File: src/dvrt_pkg.sv
// ----------------------------------------------------------------------------
// dvrt_pkg
// types and constants of the distance-vector route table
// ----------------------------------------------------------------------------
package dvrt_pkg;

   localparam int ADDR_W = 4;
   localparam int COST_W = 5;
   localparam int LIFE_W = 4;
   localparam int DEPTH  = 16;

   localparam logic [ADDR_W-1:0] MAX_NODES      = 4'd15;
   localparam logic [COST_W-1:0] INFINITE_COST  = 5'd16;
   localparam logic [COST_W-1:0] MAX_PATH_COST  = 5'd15;
   localparam logic [LIFE_W-1:0] ROUTE_LIFETIME = 4'd15;

   typedef enum logic {
      ACT_UPDATE    = 1'b0,
      ACT_ADVERTISE = 1'b1
   } action_type;

   typedef enum logic {
      CSR_OWN_ADDRESS = 1'b0,
      CSR_LINK_COST   = 1'b1
   } csr_index_type;

   typedef struct packed {
      logic              action;
      logic [ADDR_W-1:0] neighbor_addr;
      logic [ADDR_W-1:0] dest_addr;
      logic [COST_W-1:0] adv_cost;
   } req_type;

   typedef struct packed {
      logic [COST_W-1:0] out_cost;
      logic [ADDR_W-1:0] out_next_hop;
      logic              entry_valid;
      logic              changed;
   } rsp_type;

   typedef struct packed {
      logic              valid;
      logic [COST_W-1:0] cost;
      logic [ADDR_W-1:0] hop;
      logic [LIFE_W-1:0] lifetime;
   } entry_type;

endpackage

File: src/dvrt_route_logic.sv
// ----------------------------------------------------------------------------
// dvrt_route_logic
// next value of one route entry and the result for one request
// ----------------------------------------------------------------------------
module dvrt_route_logic
   import dvrt_pkg::*;
(
   input  req_type           item,
   input  entry_type         entry,
   input  logic [ADDR_W-1:0] own_address,
   input  logic [ADDR_W-1:0] link_weight,
   output logic              entry_we,
   output entry_type         entry_new,
   output rsp_type           rsp
);

   logic              is_own;
   logic              in_range;
   logic [COST_W:0]   sum;
   logic              unreachable;
   logic              via_neighbor;
   logic              take;
   logic              poison;
   logic              chg;

   always_comb begin
      is_own       = (item.dest_addr == own_address);
      in_range     = (item.dest_addr != '0) && (item.dest_addr <= MAX_NODES);
      sum          = {1'b0, item.adv_cost} + {{(COST_W+1-ADDR_W){1'b0}}, link_weight};
      unreachable  = (item.adv_cost >= INFINITE_COST);
      via_neighbor = entry.valid && (entry.hop == item.neighbor_addr);
      take         = !unreachable && (sum <= {1'b0, MAX_PATH_COST})
                     && (!entry.valid || ({1'b0, entry.cost} > sum)
                         || (entry.cost == INFINITE_COST) || (entry.lifetime == '0));
      poison       = unreachable && via_neighbor;

      entry_we  = 1'b0;
      entry_new = entry;
      chg       = 1'b0;
      rsp       = '{out_cost: INFINITE_COST, out_next_hop: '0, entry_valid: 1'b0,
                    changed: 1'b0};

      if (is_own) begin
         rsp = '{out_cost: '0, out_next_hop: own_address, entry_valid: 1'b1,
                 changed: 1'b0};
      end else if (in_range) begin
         if (item.action == ACT_UPDATE) begin
            if (poison) begin
               entry_new.cost = INFINITE_COST;
               entry_we       = 1'b1;
               chg            = 1'b1;
            end else if (take) begin
               entry_new = '{valid: 1'b1, cost: sum[COST_W-1:0],
                             hop: item.neighbor_addr, lifetime: ROUTE_LIFETIME};
               entry_we  = 1'b1;
               chg       = 1'b1;
            end
            if (entry_new.valid) begin
               rsp = '{out_cost: entry_new.cost, out_next_hop: entry_new.hop,
                       entry_valid: 1'b1, changed: chg};
            end else begin
               rsp.changed = chg;
            end
         end else if (entry.valid) begin
            // split horizon with poison reverse, then age the entry
            if (entry.lifetime != '0) begin
               entry_new.lifetime = entry.lifetime - 1'b1;
               entry_we           = 1'b1;
            end
            rsp = '{out_cost: via_neighbor ? INFINITE_COST : entry.cost,
                    out_next_hop: entry.hop, entry_valid: 1'b1, changed: 1'b0};
         end
      end
   end

endmodule

File: src/distance_vector_route_table.sv
// a request accepted into the request register shows its response from the response
// register; throughput: one request per cycle unless the response is stalled; the
// entry read and update are combinational, written back as the response is registered
// reset: synchronous, active high; all route entries become absent, own_address
// and the link weight return to 1, both pipeline registers empty
// ----------------------------------------------------------------------------
// distance_vector_route_table
// distance-vector route table with split horizon and poison reverse
// ----------------------------------------------------------------------------
module distance_vector_route_table
   import dvrt_pkg::*;
(
   input  logic              clock,
   input  logic              reset,
   input  logic              req_valid,
   output logic              req_ready,
   input  req_type           req_data,
   output logic              rsp_valid,
   input  logic              rsp_ready,
   output rsp_type           rsp_data,
   input  logic              csr_we,
   input  logic              csr_index,
   input  logic [ADDR_W-1:0] csr_wdata
);

   logic [ADDR_W-1:0] own_address_ff, own_address_in;
   logic [ADDR_W-1:0] link_weight_ff, link_weight_in;

   logic              s1_valid_ff, s1_valid_in;
   req_type           s1_item_ff;
   logic              rsp_valid_ff, rsp_valid_in;
   rsp_type           rsp_ff;

   logic [DEPTH-1:0]  valid_ff;
   logic [COST_W-1:0] cost_ff [DEPTH];
   logic [ADDR_W-1:0] hop_ff  [DEPTH];
   logic [LIFE_W-1:0] life_ff [DEPTH];

   logic              advance;
   logic              entry_we;
   entry_type         entry_cur;
   entry_type         entry_new;
   rsp_type           rsp_new;
   logic [ADDR_W-1:0] idx;

   assign idx       = s1_item_ff.dest_addr;
   assign entry_cur = '{valid: valid_ff[idx], cost: cost_ff[idx], hop: hop_ff[idx],
                        lifetime: life_ff[idx]};

   dvrt_route_logic u_logic (
      .item        (s1_item_ff),
      .entry       (entry_cur),
      .own_address (own_address_ff),
      .link_weight (link_weight_ff),
      .entry_we    (entry_we),
      .entry_new   (entry_new),
      .rsp         (rsp_new)
   );

   assign advance   = s1_valid_ff && (!rsp_valid_ff || rsp_ready);
   assign req_ready = !s1_valid_ff || advance;
   assign rsp_valid = rsp_valid_ff;
   assign rsp_data  = rsp_ff;

   always_comb begin
      own_address_in = own_address_ff;
      link_weight_in = link_weight_ff;
      if (csr_we) begin
         unique case (csr_index)
            CSR_OWN_ADDRESS: own_address_in = csr_wdata;
            CSR_LINK_COST:   link_weight_in = csr_wdata;
            default: ;
         endcase
      end
      s1_valid_in  = (req_valid && req_ready) || (s1_valid_ff && !advance);
      rsp_valid_in = advance || (rsp_valid_ff && !rsp_ready);
   end

   always_ff @(posedge clock) begin
      if (reset) begin
         own_address_ff <= 4'd1;
         link_weight_ff <= 4'd1;
         s1_valid_ff    <= 1'b0;
         rsp_valid_ff   <= 1'b0;
         valid_ff       <= '0;
      end else begin
         own_address_ff <= own_address_in;
         link_weight_ff <= link_weight_in;
         s1_valid_ff    <= s1_valid_in;
         rsp_valid_ff   <= rsp_valid_in;
         if (advance && entry_we) begin
            valid_ff[idx] <= entry_new.valid;
         end
      end
   end

   // payload registers
   always_ff @(posedge clock) begin
      if (req_valid && req_ready) begin
         s1_item_ff <= req_data;
      end
      if (advance) begin
         rsp_ff <= rsp_new;
      end
      if (advance && entry_we) begin
         cost_ff[idx] <= entry_new.cost;
         hop_ff[idx]  <= entry_new.hop;
         life_ff[idx] <= entry_new.lifetime;
      end
   end

endmodule

File: config.mk
export PLATFORM = sky130hd
export DESIGN_NAME = distance_vector_route_table
export DESIGN_NICKNAME = d
export VERILOG_FILES = /design/src/dvrt_pkg.sv /design/src/dvrt_route_logic.sv /design/src/distance_vector_route_table.sv
export SDC_FILE = /design/constraint.sdc
export NUM_CORES = 1
export LEC_CHECK = 0
export ABC_AREA = 1
export BUFFER_PORTS_ARGS = -buffer_cell sky130_fd_sc_hd__buf_2
export CORE_ASPECT_RATIO = 0.9
export CORE_MARGIN = 5
export CORE_UTILIZATION = 34
export CTS_CLUSTER_SIZE = 10
export DETAILED_ROUTE_END_ITERATION = 7
export GPL_ROUTABILITY_DRIVEN = 0
export PLACE_DENSITY = 0.49
export SETUP_SLACK_MARGIN = 0.3
export SLEW_MARGIN = 15
export SYNTH_ARGS = -nofsm -noshare
export SYNTH_HDL_FRONTEND = slang
export SYNTH_SLANG_ARGS = --single-unit
File: constraint.sdc
create_clock -name clock -period 4.4 [get_ports clock]
set_input_delay 0.88 -clock clock [delete_from_list [all_inputs] [get_ports clock]]
set_output_delay 0.88 -clock clock [all_outputs]
set_load 0.01 [all_outputs]
==> results of run 1 <==
==> layout make-up <==
type / instances / area (µm²) / share of cell area [%]
Timing Repair Buffer: 83 / 720.7 / 5.230
Clock buffer: 56 / 899.6 / 6.529
Sequential cell: 263 / 7602 / 55.17
Tap cell: 462 / 578.1 / 4.195
Inverter: 145 / 591.8 / 4.295
Multi-Input combinational cell: 721 / 3387 / 24.58
==> flip-flops by register name (all words and copies together) (netlist names), 4 cells and up, named ones only <==
register and cells:
cost_ff 80, hop_ff 64, idx 4, life_ff 64, link_weight_ff 4, own_address_ff 4
rsp_data 11, s1_item_ff 10, valid_ff 16
==> path summary, 6_finish.rpt <==
path,from,endpoint,slack [ns]
worst max-delay path,link_weight_ff[0],cost_ff[7][0],0.66
worst min-delay path,valid_ff[0],valid_ff[0],0.42
worst max register to register,link_weight_ff[0],cost_ff[7][0],0.66
worst min register to register,valid_ff[0],valid_ff[0],0.42
==> placed cells by master, fill, tap and decap left out, types with 15 or more instances in the layout <==
cell / instances
o211ai_1: 20
o21ai_0: 56
buf_4: 32
dfxtp_1: 28
edfxtp_1: 233
nor2_1: 107
clkbuf_16: 31
inv_1: 123
nand3_1: 133
buf_2: 36
nand2_1: 290
a21oi_1: 40
buf_12: 15
clkbuf_1: 22
==> worst max-delay path: stages, from the launching register on <==
cell and delay, ns:
dfxtp_1 0.34, ha_1 0.17, inv_1 0.05, fa_1 0.35
inv_1 0.09, a21oi_1 0.06, o21bai_1 0.19, xor2_1 0.16
inv_1 0.06, ha_1 0.29, nand2_1 0.06, o21bai_1 0.15
nand2_1 0.05, nand2_1 0.05, nor2_1 0.10, nor2_1 0.08
nand3_4 0.18, nand2_4 0.07, nand3_4 0.19, nand3_2 0.11
inv_1 0.54
==> power breakdown <==
group          internal (mW)  leakage (nW)  total (mW)  switching [mW]
registers               2.87          2.37        2.89          0.0245
clock network           1.36         0.430        2.31           0.954
logic                  0.217          2.65       0.749           0.532
total                   4.44          5.45        5.95            1.51
==> cells by family (layout without fill, tap and decap cells) <==
kind of cell	count (synthesis)	count (layout)	share of synthesized area (%)
AOI/OAI and AO/OA	132	132	6.246
buffers and inverters	191	284	7.149
adders and majority gates	11	11	1.232
other	1	13	0.03184
and+or+nand+nor	560	560	20.47
DFF	263	263	64.50
xor gates and xnor gates	5	5	0.3718
==> stage by stage <==
step | std cells | cell area, µm² | total power, mW | hold slack (ns) | worst slack (ns)
after floorplan | 1175 | 11820 | 3.419 | 0.4034 | 0.8156
after global placement | 1662 | 12590 | 3.697 | 0.4178 | 0.4296
after detailed placement | 1662 | 12590 | 3.697 | 0.4146 | 0.4250
after CTS | 1718 | 13490 | 6.020 | 0.4245 | 0.4177
after global routing | 1730 | 13780 | 6.230 | 0.4596 | 0.3221
final | 1730 | 13780 | 5.950 | 0.4208 | 0.6560
==> timing repair <==
action | CTS | global route
setup buffers | 0 | 12
resized for setup | 0 | 20
endpoints found under the setup margin | 0 | 242
hold buffers | 0 | 0
==> metal layers <==
metal | wire (µm) | up-vias | track usage, % | part of all wire (%)
met4 | 711 | 0 | 3.736 | 2.4
li1 | - | 4051 | - | -
met1 | 14390 | 3878 | 22.65 | 48
met2 | 13710 | 163 | 24.66 | 46
met5 | 0 | - | 0 | 0
met3 | 1257 | 57 | 2.482 | 4.2
==> flow_summary.ini, run 1 <==
[final_layout]
n_antenna_cell = 0
final_core_util_pct = 40.39
nNetsFinal = 1279
drive_above_1_share_pct = 13.09
syn_to_final_growth_pct = 16.99
fillerInstances = 3380

[sta]
fmax_mhz = 267.1
setup_tns_ns = 0
fin_crit_ns = 3.744
hold_violations = 0
rsz0062_at_grt = false
max_slew_margin_pct = 37.97
setup_viol = 0
period_share_pct = 85.09
worstMarginPinSlew_ns = 0.9270
finalMaxSlewViolations = 0
clock_skew_ns = 0.009553

[setup_path]
crit_arrival_ns = 3.93
endpoint_kind = register
path_class = reg -> reg
crit_required_ns = 4.58
cp_max_fo = 15
critPathLaunchType = register
reg2regPathDepth = 20

[grt]
antenna_found_initial = 1
gr-total-overflow = 0
grt_pass1_vias = 8035
grt_pass1_wl_mm = 47.08
gr-usage-all-layers_pct = 15.61
grt_max_degree = 69

[clock_network]
clk_latency_ns = 0.55
clk_path_buf_depth = 3
cts_buffers = 30
root_buffer = clkbuf_16
cts_tree = yes
clock_sinks = 263
path_clk_slew_ns = 0.06
htreeDepth = 1

[synth]
synth.distinct_cells = 37
ys.flop_type = edfxtp_1
syn_area_per_cell_um2 = 10.13
synth_top_area_share_pct = 59.40
netlist_area_um2 = 11780
synth_commonest_cells = nand2_1, edfxtp_1, inv_1
yosys_warnings = 0
yosys.area.top_type = edfxtp_1
yosys.cell_count.top_type = nand2_1
async_flop_share_pct = 0
synthesis.instances = 1163
yosysSeqAreaShare_pct = 64.50
synth_area_leaders = edfxtp_1, nand2_1, nand3_1, dfxtp_1, inv_1
ys_ff_latch = 263
synth-edff-count = 233

[floorplanning]
initial_core_util_pct = 34.53
num_rows = 64
io_pins = 37
die_w_um = 206.2
coreArea_um2 = 34110
die_h_um = 186.6
dieArea_um2 = 38470

[hold_path]
min_path_type = reg -> reg
min_path_cells = 2

[placed_design]
port_buffers = 36
dp_hpwl_mm = 19.89

[detailed_routing]
wl_mm = 30.08
wl_per_cell_um = 17.38
antenna_left = 0
drtIter0Drc = 511
remaining_drc_errors = 0
via_per_inst = 4.710
num_vias = 8149
first_pass_iters = 5

[power_and_ir_drop]
peakVddDrop_mv = 0.2774
p_leak_nw = 5.451
power_density_nw_per_um2 = 431.8

[run_status]
status = completed

[flow_run]
maxCapViolCount = 0
Power figures use the tool's default switching activity.
==> run 2, diff against run 1 <==
- CTS_CLUSTER_SIZE: 10 -> not set
- RECOVER_POWER: not set -> 50
- clock period: 4.4 -> 3.8 ns (I/O delays scaled with it)
==> flow_summary.ini, run 2 (synthesis results as in run 1) <==
[run_status]
status = completed

[power_and_ir_drop]
switchingPower_mw = 1.796
finalPower_mw = 6.881
clockPowerShare_pct = 36.7
p_int_mw = 5.085
p_leak_nw = 5.776
combPwrFrac_pct = 14.6
p_seq_share_pct = 48.7
p_sw_share_pct = 26.10
power_density_nw_per_um2 = 480.8
peakVddDrop_mv = 0.3241

[final_layout]
largest_reg_flops = 80
regMostFlops = cost_ff
n_antenna_cell = 0
nNetsFinal = 1321
final_common_cell = nand2_1
fin_cells = 1771
top_regs = cost_ff (80), hop_ff (64), life_ff (64)
syn_to_final_growth_pct = 21.51
drive_above_1_share_pct = 14.36
final_cell_mix = nand2_1, edfxtp_1, inv_1

[setup_path]
crit_arrival_ns = 3.75
path_cells = ha_1 -> inv_2 -> fa_2 -> inv_1 -> a21oi_1 -> o21bai_1 -> xor2_1 -> inv_1 -> ha_1 -> nand2_1 -> o21bai_1 -> nand2_1 -> nand2_1 -> nor2_2 -> nor2_1 -> nand3_4 -> nand2_4 -> nand3_4 -> buf_8 -> nand3_1 -> inv_1 -> buf_12
endpoint_kind = register
critPathLaunchType = register
cpMaxStageDelayCell = dfxtp_2
crit_required_ns = 4.06
path_class = reg -> reg
path_delay_family = simple AND/OR/NAND/NOR gates
critPathBufInv = 6
slowest_delay_ns = 0.36
cp_max_fo = 13

[clock_network]
path_clk_slew_ns = 0.06
cts_tree = yes
clk_path_buf_depth = 3
holdBufCountCts = 0
cts_buffers = 29
clk_latency_ns = 0.56
root_buffer = clkbuf_16
clock_sinks = 263
htreeDepth = 1

[floorplanning]
num_rows = 64
die_h_um = 186.6
io_pins = 37
dieArea_um2 = 38470
coreArea_um2 = 34110
die_w_um = 206.2
initial_core_util_pct = 34.53

[sta]
period_share_pct = 91.92
worstMarginPinSlew_ns = 0.9595
clock_skew_ns = 0.02003
fmax_mhz = 286.3
rsz0062_at_grt = true
fin_crit_ns = 3.493
setup_tns_ns = 0
hold_violations = 0
finalMaxSlewViolations = 0
max_slew_margin_pct = 35.36
holdWs_ns = 0.3772
setup_viol = 0

[grt]
grt_max_degree = 50
antenna_found_initial = 1
gr-usage-all-layers_pct = 15.36
grt_pass1_wl_mm = 46.62
gr-total-overflow = 0
grt_pass1_vias = 8029

[detailed_routing]
drtIter0Drc = 612
wl_mm = 30.40
antenna_left = 0
wl_per_cell_um = 17.17
num_vias = 8276
first_pass_iters = 5
remaining_drc_errors = 0
via_per_inst = 4.673

[hold_path]
min_path_type = in -> reg

[placed_design]
port_buffers = 36
place_inst = 1702
dp_hpwl_mm = 19.56

[flow_run]
maxCapViolCount = 0
-- run 2: cell count changes in the layout (fill, tap and decap cells not counted), sizes merged --
cell,before,now
buf,83,94
clkbuf,56,71
clkinvlp,12,3
clkinv,1,14
inv,132,143
-- run 2: metal layers --
| metal | vias to the layer above | wire [µm] | GRT usage (%) | share of wire (%) |
|---|---|---|---|---|
| li1 | 4141 | - | - | - |
| met1 | 3922 | 14710 | 22.90 | 48 |
| met2 | 163 | 13600 | 23.67 | 45 |
| met3 | 48 | 1403 | 2.552 | 4.6 |
| met4 | 2 | 686 | 3.352 | 2.3 |
| met5 | - | 8 | 0 | 0.026 |
-- run 2: final timing paths --
check	slack, ns	cells past startpoint	start	endpoint
setup / recovery	0.31	22	link_weight_ff[0]	life_ff[15][0]
hold / removal	0.38	1	req_data[1]	s1_item_ff[1]
setup reg to reg	0.31	22	link_weight_ff[0]	life_ff[15][0]
hold reg to reg	0.43	2	valid_ff[0]	valid_ff[0]
-- run 2: area by class of cell --
cell class              count  area [µm²]
flip-flops and latches    263        7604
clock inverters            15       76.32
repair buffers            126        1280
well taps                 462       578.1
clock buffers              39       763.2
fillers                  3357       19800
inverters                 145       571.8
multi-input cells         721        3440
-- run 2: worst register-to-register path, cell delays in order, from the launching register on --
cell	delay, ns
dfxtp_2	0.36
ha_1	0.19
inv_2	0.05
fa_2	0.31
inv_1	0.09
a21oi_1	0.07
o21bai_1	0.21
xor2_1	0.16
inv_1	0.06
ha_1	0.29
nand2_1	0.06
o21bai_1	0.15
nand2_1	0.06
nand2_1	0.06
nor2_2	0.10
nor2_1	0.08
nand3_4	0.14
nand2_4	0.08
nand3_4	0.13
buf_8	0.17
nand3_1	0.12
inv_1	0.11
buf_12	0.16
-- run 2: repair_timing --
action,in CTS,in global routing
resized for setup,8,57
hold endpoints to repair,0,0
cloned,1,7
buffers inserted,3,4
endpoints found under the setup margin,177,406
pin swaps,1,3
-- run 2: metrics by stage --
step	area [µm²]	utilization [%]	setup WS [ns]
after floorplan	11820	-	0.2156
after global placement	13170	38.59	0.1451
after detailed placement	13170	38.59	0.1526
after CTS	14080	41.26	0.3123
after global routing	14310	41.96	0.1347
final	14310	41.96	0.3070
-- run 2: power groups by stage --
stage | clock [mW] | sequential [mW] | combinational, mW
after floorplan | 0 | 3.40 | 0.555
after global placement | 0 | 3.41 | 0.963
after detailed placement | 0 | 3.41 | 0.965
after CTS | 2.59 | 3.35 | 0.978
after global routing | 2.73 | 3.35 | 1.12
final | 2.53 | 3.35 | 1.01
==> run 3, diff against run 2 <==
--- a/config.mk
+++ b/config.mk
@@ -11,6 +11,6 @@
 export CORE_MARGIN = 5
-export CORE_UTILIZATION = 34
+export CORE_UTILIZATION = 50
 export DETAILED_ROUTE_END_ITERATION = 7
 export GPL_ROUTABILITY_DRIVEN = 0
-export PLACE_DENSITY = 0.49
+export PLACE_DENSITY = 0.66
 export RECOVER_POWER = 50
==> constraint.sdc (replaced) <==
create_clock -name clock -period 3.8 [get_ports clock]
set_input_delay 0.57 -clock clock [delete_from_list [all_inputs] [get_ports clock]]
set_output_delay 0.57 -clock clock [all_outputs]
set_load 0.01 [all_outputs]
==> flow_summary.ini, run 3 (synthesis results as in run 1) <==
[final_layout]
final_cell_mix = nand2_1, edfxtp_1, nand3_1
final_common_cell = nand2_1
fin_area_um2 = 13980
nNetsFinal = 1303
fin_cells = 1588
regMostFlops = cost_ff
largest_reg_flops = 80
fillerInstances = 1892
final_core_util_pct = 60.07
top_regs = cost_ff (80), hop_ff (64), life_ff (64)
drive_above_1_share_pct = 13.53
n_antenna_cell = 0
syn_to_final_growth_pct = 18.71

[placed_design]
preCtsSetupSlack_ns = -0.02144
dpl-instance-area_um2 = 12810
port_buffers = 36
place_inst = 1526
dp_hpwl_mm = 18.05

[sta]
period_share_pct = 92.61
worstMarginPinSlew_ns = 0.9294
setup_viol = 0
fin_ws_ns = 0.2807
fin_crit_ns = 3.519
hold_violations = 0
clock_skew_ns = 0.01424
holdWs_ns = 0.2060
finalMaxSlewViolations = 0
rsz0062_at_grt = true
fmax_mhz = 284.1
max_slew_margin_pct = 38.04

[power_and_ir_drop]
combPwrFrac_pct = 14.0
peakVddDrop_mv = 0.3879
p_int_mw = 5.074
power_density_nw_per_um2 = 485.7
switchingPower_mw = 1.717
p_leak_nw = 5.721
p_sw_share_pct = 25.29
p_seq_share_pct = 49.3
clockPowerShare_pct = 36.7

[setup_path]
critPathLaunchType = register
rr_endpoint = cost_ff[10][1]
reg2regPathDepth = 22
cpMaxStageDelayCell = dfxtp_2
crit_required_ns = 4.05
path_class = reg -> reg
regToRegSetupSlack_ns = 0.28
cp_common_cell = inv_1
path_delay_family = simple AND/OR/NAND/NOR gates
cp_max_fo = 8
slowest_delay_ns = 0.33
critPathBufInv = 6
critical_path_cell_count = 22
crit_arrival_ns = 3.77
endpoint_kind = register
timing.rr.start = link_weight_ff[0]
path_cells = ha_1 -> inv_1 -> fa_2 -> inv_1 -> a21oi_2 -> o21bai_1 -> xor2_1 -> inv_1 -> ha_4 -> nand2_2 -> o21bai_1 -> nand2_1 -> nand2_1 -> nor2_2 -> nor2_1 -> nand3_4 -> nand2_4 -> buf_12 -> nand3_4 -> nand3_1 -> inv_4 -> clkbuf_16

[grt]
grt_pass1_wl_mm = 43.33
use_met3_pct = 2.914
gr-usage-all-layers_pct = 20.87
met1_usage_pct = 31.58
gr-total-overflow = 0
grt_max_degree = 74
grt_pass1_vias = 7864
antenna_found_initial = 0
grt_use_met2_pct = 31.68
grt-busiest-layer = met2

[floorplanning]
die_w_um = 171.8
coreArea_um2 = 23280
io_pins = 37
num_rows = 53
dieArea_um2 = 26730
initial_core_util_pct = 50.60
die_h_um = 155.6

[detailed_routing]
wl_per_cell_um = 18.13
drtIter0Drc = 961
wl_mm = 28.79
num_vias = 8449
remaining_drc_errors = 0
first_pass_iters = 5
via_per_inst = 5.321
antenna_left = 0

[flow_run]
maxCapViolCount = 0

[clock_network]
cts_buffers = 28
clock_sinks = 263
htreeDepth = 1
clk_latency_ns = 0.54
root_buffer = clkbuf_16
cts_tree = yes
path_clk_slew_ns = 0.06
holdBufCountCts = 0
clk_path_buf_depth = 3

[hold_path]
min_path_cells = 1
min_to = s1_item_ff[12]
min_path_type = in -> reg
min-delay-start = req_data[12]

[run_status]
status = completed
[run 3: changes by cell type in the layout (fill, tap and decap cells not counted), sizes merged]
cell,delta
buf,-16
inv,+1
clkinvlp,-1
clkbuf,-7
clkinv,-1
nand3,+1
[run 3: area by class of cell]
type | instances | area, µm² | area share [%]
clock buffer | 34 | 774.5 | 5.539
timing repair buffer | 108 | 1195 | 8.546
multi-input combinational | 722 | 3401 | 24.32
clock inverter | 14 | 70.07 | 0.5011
inverter | 145 | 561.8 | 4.018
sequential | 263 | 7602 | 54.37
tap | 302 | 377.9 | 2.702
[run 3: timing repair]
| item | in CTS | in global routing |
|---|---|---|
| setup endpoints to repair | 307 | 407 |
| pin swaps | 0 | 8 |
| buffers inserted | 2 | 1 |
| hold endpoints to repair | 0 | 0 |
| cloned | 1 | 10 |
| resized for setup | 7 | 50 |
[run 3: worst reg2reg max path: stages (launching register included)]
cell and delay (ns):
dfxtp_2 0.33, ha_1 0.16, inv_1 0.06, fa_2 0.32
inv_1 0.09, a21oi_2 0.05, o21bai_1 0.21, xor2_1 0.16
inv_1 0.09, ha_4 0.28, nand2_2 0.05, o21bai_1 0.14
nand2_1 0.07, nand2_1 0.06, nor2_2 0.10, nor2_1 0.08
nand3_4 0.12, nand2_4 0.08, buf_12 0.15, nand3_4 0.13
nand3_1 0.20, inv_4 0.14, clkbuf_16 0.16
[run 3: worst max-delay path by stage]
| stage | start | slack (ns) | endpoint |
|---|---|---|---|
| floorplan | link_weight_ff[0] | 0.22 | cost_ff[0][1] |
| global placement | link_weight_ff[0] | 0.07 | cost_ff[7][0] |
| detailed placement | link_weight_ff[0] | -0.02 | cost_ff[7][0] |
| CTS | link_weight_ff[0] | 0.30 | life_ff[6][2] |
| global route | s1_item_ff[0] | 0.13 | cost_ff[10][1] |
| finish | link_weight_ff[0] | 0.28 | cost_ff[10][1] |
[run 3: through the flow]
stage / power (mW) / TNS [ns]
global placement: 4.266 / 0
global route: 7.069 / 0
floorplan: 3.959 / 0
CTS: 6.793 / 0
finish: 6.792 / 0
detailed placement: 4.279 / -0.3307
[run 3: power groups by stage]
stage	clock (mW)	combinational [mW]	sequential, mW
after floorplan	0	0.555	3.40
after global placement	0	0.858	3.41
after detailed placement	0	0.868	3.41
after CTS	2.54	0.903	3.35
after global routing	2.67	1.05	3.35
final	2.49	0.948	3.35
[run 3: metal layers]
metal | share of wire (%) | vias up
li1 | - | 4100
met1 | 45 | 4004
met2 | 45 | 298
met3 | 7.6 | 47
met4 | 2.7 | 0
met5 | 0 | -
